### src/fil_pkg.sv
package fil_pkg;

  // Width of the shared divider and of the text length register.
  localparam int unsigned DIV_W  = 17;
  localparam int unsigned TLEN_W = 17;

  // Rank checkpoint spacing: one checkpoint row every BLK_LEN bytes of BWT.
  localparam int unsigned BLK_SHIFT = 6;
  localparam int unsigned BLK_LEN   = 1 << BLK_SHIFT;

  // Item commands.
  typedef enum logic [2:0] {
    CMD_LOAD_BWT    = 3'd0,
    CMD_LOAD_COUNT  = 3'd1,
    CMD_LOAD_CKPT   = 3'd2,
    CMD_LOAD_SAMPLE = 3'd3,
    CMD_LOCATE      = 3'd4
  } cmd_e;

  // Result status codes.
  typedef enum logic [1:0] {
    ST_OK       = 2'd0,
    ST_RANGE    = 2'd1,
    ST_NOSAMPLE = 2'd2
  } status_e;

  // Write strobes from the command decoder to the table store.
  typedef struct packed {
    logic bwt_we;
    logic cnt_we;
    logic cp_we;
    logic smp_we;
  } mem_we_t;

endpackage

### src/fil_div.sv
module fil_div (
  input  logic                     clk_i,
  input  logic                     rst_ni,
  input  logic                     start_i,
  input  logic [fil_pkg::DIV_W-1:0] dividend_i,
  input  logic [fil_pkg::DIV_W-1:0] divisor_i,
  output logic                     done_o,
  output logic [fil_pkg::DIV_W-1:0] remainder_o
);
  import fil_pkg::*;

  localparam int unsigned CNT_W = $clog2(DIV_W + 1);

  logic             active_q;
  logic             done_q;
  logic [CNT_W-1:0] cnt_q;
  logic [DIV_W-1:0] num_q;
  logic [DIV_W-1:0] rem_q;
  logic [DIV_W-1:0] div_q;
  logic [DIV_W:0]   trial;
  logic             fits;

  // One restoring step: bring down the next dividend bit and try a subtract.
  assign trial = {rem_q, num_q[DIV_W-1]};
  assign fits  = trial >= {1'b0, div_q};

  // Control: count one bit per cycle and pulse done after the last one.
  always_ff @(posedge clk_i or negedge rst_ni) begin
    if (!rst_ni) begin
      active_q <= 1'b0;
      done_q   <= 1'b0;
      cnt_q    <= '0;
    end else begin
      done_q <= 1'b0;
      if (start_i) begin
        active_q <= 1'b1;
        cnt_q    <= CNT_W'(DIV_W);
      end else if (active_q) begin
        cnt_q <= cnt_q - 1'b1;
        if (cnt_q == CNT_W'(1)) begin
          active_q <= 1'b0;
          done_q   <= 1'b1;
        end
      end
    end
  end

  // Datapath: the dividend register shifts out as the quotient shifts in.
  always_ff @(posedge clk_i) begin
    if (start_i) begin
      num_q <= dividend_i;
      rem_q <= '0;
      div_q <= divisor_i;
    end else if (active_q) begin
      num_q <= {num_q[DIV_W-2:0], fits};
      rem_q <= fits ? DIV_W'(trial - {1'b0, div_q}) : DIV_W'(trial);
    end
  end

  assign done_o      = done_q;
  assign remainder_o = rem_q;

endmodule

### config.mk
export PLATFORM = sky130hd
export DESIGN_NAME = fil_div
export DESIGN_NICKNAME = d
export VERILOG_FILES = /design/src/fil_pkg.sv /design/src/fil_div.sv
export SDC_FILE = /design/constraint.sdc
export NUM_CORES = 1
export LEC_CHECK = 0
export BUFFER_PORTS_ARGS = -buffer_cell sky130_fd_sc_hd__buf_2
export CAP_MARGIN = 20
export CELL_PAD_IN_SITES_DETAIL_PLACEMENT = 1
export CELL_PAD_IN_SITES_GLOBAL_PLACEMENT = 1
export CORE_MARGIN = 4
export CORE_UTILIZATION = 40
export CTS_CLUSTER_SIZE = 14
export DETAILED_ROUTE_END_ITERATION = 7
export PLACE_DENSITY_LB_ADDON = 0.1
export SYNTH_ARGS = -nofsm -noshare
export SYNTH_HDL_FRONTEND = slang
export SYNTH_SLANG_ARGS = --single-unit
### constraint.sdc
create_clock -name clk_i -period 2.55 [get_ports clk_i]
set_clock_uncertainty 0.1 [all_clocks]
set_input_delay 0 -clock clk_i [delete_from_list [all_inputs] [get_ports clk_i]]
set_output_delay 0 -clock clk_i [all_outputs]
set_load 0.01 [all_outputs]
* Yosys cells after proc, flatten, opt, wreduce, memory -nomap -nowiden
Index checks and enable logic that the tools add are counted.
Storage, ports and cells: input port bits 37, output and inout bits 18, bits in registers 58, word-level logic and storage cells 22
Operators by class: add/subtract/negate cells 2, multiplexer cells 11, eq/ne operators 1, magnitude comparators 1, reduce and logical (&&, ||, !) cells 1
Operators by type and width (number):
- $mux W17 | 3
- $ge A18 B17 Y1 | 1
- $sub A17 B17 Y17 | 1
- $mux W5 | 2
- $mux W1 | 6
- $eq A5 B1 Y1 const B | 1
- $sub A5 B1 Y5 const B | 1
- $reduce_bool A2 Y1 | 1

* Longest topological paths before layout
word-level depth 4, gate-level depth with buffers 11, depth with buffers taken out 10

* Worst setup path before layout
OpenSTA, ideal clock, no wires.
path kind reg2reg, from register num_q[16], to register rem_q[1], in the netlist remainder_o[1], clock period less this slack 2.587 ns, required time 2.313 ns, library setup time 0.137 ns, data arrival time 2.350 ns, cell stages (with the launch flop) 12, path buffers 1, slack -0.037 ns, cell sequence edfxtp_1 > inv_1 > ha_1 > inv_1 > fa_1 > a21o_1 > a221oi_4 > o21ai_2 > a31oi_4 > buf_6 > mux2i_1 > a211oi_1
On the way: word-level cells in the longest chain between the ends 2, elaborated cells on any way between the ends 3, those cells by class add/sub: 1; order compare: 1; mux: 1
RTL lines:
- start, declared | line fil_div.sv:17 | logic [DIV_W-1:0] num_q;
- start signal, assigned | line fil_div.sv:51 | num_q <= dividend_i;
- start signal, assigned | line fil_div.sv:55 | num_q <= {num_q[DIV_W-2:0], fits};
- $sub A17 B17 Y17 or $ge A18 B17 Y1 (tied branches) | line fil_div.sv:56, fil_div.sv:25
- $mux W17 (*) | line fil_div.sv:56 | rem_q <= fits ? DIV_W'(trial - {1'b0, div_q}) : DIV_W'(trial);
- end signal, assigned | line fil_div.sv:56
- end, declared | line fil_div.sv:18 | logic [DIV_W-1:0] rem_q;
Every way passes the cells marked *; elsewhere a longest branch is shown, timed or not. A chain may end at the register's enable or synchronous reset.

* Worst setup path after layout
from register num_q[16], to register num_q[0] (data pin)
On the way: word-level cells in the longest chain between the ends 3
RTL lines:
- $ge A18 B17 Y1 | line fil_div.sv:25 | assign fits = trial >= {1'b0, div_q};
- $mux W17 | line fil_div.sv:54 | end else if (active_q) begin
- $mux W17 | line fil_div.sv:50 | if (start_i) begin
No other way between the ends. The select of a mux whose other input is x is not followed.

==> run summary <==
Outcome: complete, but fails checks
Failing checks: negative setup slack
Period utilisation layout: 105%
Nets: 493
Core area: 7890 um^2
Root Driver: clkbuf_8
Final wirelength: 9.51 mm
CTS sink cnt: 58
Min-delay src: divisor_i[5]
First-pass GRT wire length: 15.5 mm
Die width: 98.9 um
WP buf/inv: 5
Layout Cells excl Fill: 543
Vias/cell: 5.24
Clock Latency Late Sink: 0.34 ns
Critical-path cell list: inv_2, ha_4, inv_2, fa_2, a21o_1, a221oi_4, o21ai_4, a31oi_4, buf_12, buf_6, buf_4, mux2i_1
CTS Buffer Depth: 2
Mux share of post-synthesis cell area: 8.18%
Via count: 2847
Stages on worst setup path: 12
Total area of sequential cells: 1540 um^2
DR iter-0 viols: 76
Multi-input combinational cell area: 1710 um^2
Setup crit end kind: flop
FP Rows: 32
Flop2flop setup slack: -0.12 ns
Share of cells above drive strength 1: 32.7%
Largest family of logic cells by synthesized area: compound AO/OA/AOI/OAI gates
Crit Path Category: flop to flop
Crit path top cell by count: inv_2
Slew at the pin with the worst max-slew slack: 0.725 ns
Max FO, Critical Path: 7
FF-to-FF End: num_q[0]
Register bit count reported by yosys: 58
DRC violations left: 0
Sequential area share after synthesis: 46.5%
Power Density: 1100 nW/um^2
Slowest cell on crit path: edfxtp_1
Critical path destination: num_q[0]
Peak supply drop: 0.000450 V
Post-Synthesis Cells: 315
Synth Area in XOR/XNOR: 3.71%
Syn. warnings: 0
Largest net degree at the start of global routing: 31
Register clock-pin slew on the reported worst setup and hold paths: 0.07 ns
Area Growth Syn to Fin: 40.7%
Ys async rst share: 12.1%
CP delay by family, top: compound AO/OA/AOI/OAI gates
Vias in the first global route: 3172
H-Tree Depth: 3
Drt wl/cell: 17.5 um
Gr usage total: 20.0%
Worst path arrival time: 2.65 ns
Simple-gate share of the synthesized area: 11.7%
CTS tree: built
Leak: 2.07 nW
Slowest stage delay, CP: 0.40 ns
Final setup fails: 18
Maximum clock rate: 375 MHz
Fillers: 871
DR pass1 iterations: 4
Worst hold slack: 0.266 ns
Gr ovfl total: 0
Syn_nets: 372
IO buf count: 54
Commonest register cell after synthesis: edfxtp_1
Final Critical Period: 2.67 ns
Ant. Diodes: 0
Worst Hold Class: input pin to flop
Post-Syn Area: 3300 um^2
Layout Utilization: 58.9%
Final hold violations: 0
TritonCTS Buffers: 9
DIE AREA: 9780 um^2
Netlist cell types: 53
Dpl cells: 480
Worst Reg-to-Reg Cells: 12
FF-to-FF Start: num_q[16]
Io pins: 55
RSZ-0062 raised after global routing: true
Starting Density: 41.9%
Antenna violations before repair: 0
Post-synthesis compound-gate area fraction: 17.0%
Critical path launch point type: flop
Synth Area in Adders: 7.80%
Max_cap viols: 0
Rel. slew slack: 51.6%
Critical Path RT: 2.53 ns
Chip height: 98.9 um
Avg Synthesized Cell Area: 10.5 um^2
DP HPWL: 6.23 mm
Max-slew violations: 0
Routability cong.: 0.853
Antenna Violating Nets Remaining: 0
PnR worst setup slack: -0.120 ns
Post-synth EDFFs: 34
Crit. Startpoint: num_q[16]
cells by family (layout without fill, tap and decap cells):
kind of cell               Yosys count  after routing
AOI/OAI and AO/OA                   78             78
adders and majority gates           20             20
buffers and inverters               42            168
DFF                                 58             58
and+or+nand+nor                     78             78
xor gates and xnor gates            14             14
muxes                               25             25
area by class of cell:
cell class / count / area share (%)
well taps: 102 / 2.74
flip-flops and latches: 58 / 33.0
clock buffers: 11 / 3.04
clock inverters: 5 / 1.67
multi-input cells: 215 / 36.9
inverters: 26 / 2.10
repair buffers: 126 / 20.5
state kept, by name, summed over array words and instances (netlist names):
name         cells
div_q           17
num_q           17
remainder_o     17
cnt_q            5
active_q         1
done_o           1
cell usage in the layout, fill, tap and decap left out, types with 2 or more instances in the layout:
| cell | synthesis | final |
|---|---|---|
| a21oi_1 | 18 | 17 |
| dlygate4sd3_1 | 0 | 37 |
| buf_6 | 1 | 7 |
| clkbuf_8 | 0 | 10 |
| a21o_1 | 6 | 6 |
| o21a_1 | 2 | 2 |
| nor3_1 | 4 | 4 |
| nor2_1 | 24 | 24 |
| o211ai_1 | 2 | 2 |
| buf_2 | 0 | 54 |
| nand2b_1 | 8 | 7 |
| mux2i_1 | 9 | 7 |
| a211oi_2 | 0 | 4 |
| dfrtp_1 | 7 | 7 |
| dfxtp_1 | 17 | 17 |
| o31ai_1 | 2 | 2 |
| buf_4 | 1 | 26 |
| nand2_1 | 18 | 18 |
| or3_1 | 3 | 3 |
| edfxtp_1 | 34 | 34 |
| o21ai_1 | 5 | 5 |
| nor2b_1 | 2 | 2 |
| o21ai_0 | 10 | 9 |
| mux2_2 | 16 | 16 |
| inv_2 | 0 | 2 |
| a211o_1 | 3 | 3 |
| nor4b_1 | 2 | 2 |
| xor2_1 | 6 | 6 |
| a311oi_1 | 3 | 2 |
| and3_1 | 4 | 3 |
| bufinv_16 | 0 | 2 |
| nand3_1 | 4 | 4 |
| buf_12 | 0 | 2 |
| a32oi_1 | 4 | 3 |
| inv_1 | 26 | 24 |
| xnor2_1 | 8 | 8 |
| nand4_1 | 4 | 4 |
| ha_1 | 19 | 17 |
| a211oi_1 | 10 | 6 |
how the worst min path moves through the flow:
stage               depth (start not counted)        to  slack [ns]
floorplan                                   0  active_q       -0.40
global placement                            1  cnt_q[0]       -0.26
detailed placement                          1  cnt_q[0]       -0.26
CTS                                         2  div_q[3]        0.25
global route                                2  div_q[2]        0.27
finish                                      2  div_q[5]        0.27
Yosys cell counts, drive strengths merged (2+ instances only):
| library cell | n | area (um^2) |
|---|---|---|
| mux2i | 9 | 90.1 |
| inv | 26 | 97.6 |
| o21a | 2 | 15.0 |
| a311oi | 3 | 26.3 |
| xnor2 | 8 | 70.1 |
| nor3 | 4 | 20.0 |
| ha | 19 | 238 |
| o21ai | 16 | 83.8 |
| clkbuf | 11 | 41.3 |
| nor4b | 2 | 17.5 |
| a21o | 6 | 45.0 |
| dfxtp | 17 | 340 |
| nand2b | 8 | 50.1 |
| nor2 | 24 | 90.1 |
| nand3 | 4 | 20.0 |
| a21oi | 18 | 90.1 |
| xor2 | 6 | 52.6 |
| a211o | 3 | 26.3 |
| dfrtp | 7 | 175 |
| nor2b | 2 | 12.5 |
| a32oi | 4 | 35.0 |
| o31ai | 2 | 15.0 |
| a211oi | 10 | 75.1 |
| nand4 | 4 | 25.0 |
| nand2 | 18 | 67.6 |
| buf | 5 | 30.0 |
| or3 | 3 | 18.8 |
| edfxtp | 34 | 1020 |
| and3 | 4 | 25.0 |
| o211ai | 2 | 15.0 |
| mux2 | 16 | 180 |
metal layers:
layer  global-route usage [%]  vias to the layer above  part of all wire [%]
met5                        0                        -                     0
met4                     6.41                        0                   2.0
met3                     4.03                       15                   3.2
met2                     34.1                       54                    51
met1                     25.3                     1382                    44
li1                         -                     1396                     -
report_power, final:
group | switching [mW] | total (mW) | leakage (nW) | internal, mW
logic | 1.36 | 2.75 | 1.39 | 1.39
registers | 0.173 | 1.42 | 0.569 | 1.25
clock network | 0.378 | 0.952 | 0.111 | 0.574
total | 1.91 | 5.13 | 2.07 | 3.21
per-stage QoR:
stage	setup TNS (ns)	setup WS [ns]	area (um^2)	power, mW
after floorplan	0	0.00843	3300	2.85
after global placement	0	0.0403	3830	3.56
after detailed placement	-0.252	-0.0722	3830	3.62
after CTS	-0.0407	-0.0255	4460	4.72
after global routing	-3.56	-0.246	4650	5.50
final	-0.998	-0.120	4650	5.13
what timing repair did:
action	4_1_cts	5_1_grt
setup endpoints to repair	14	18
pin swaps	0	20
setup buffers	4	7
hold buffers	37	0
resized for setup	3	29
endpoints found under the hold margin	42	0
(Power assumes the default switching activity.)
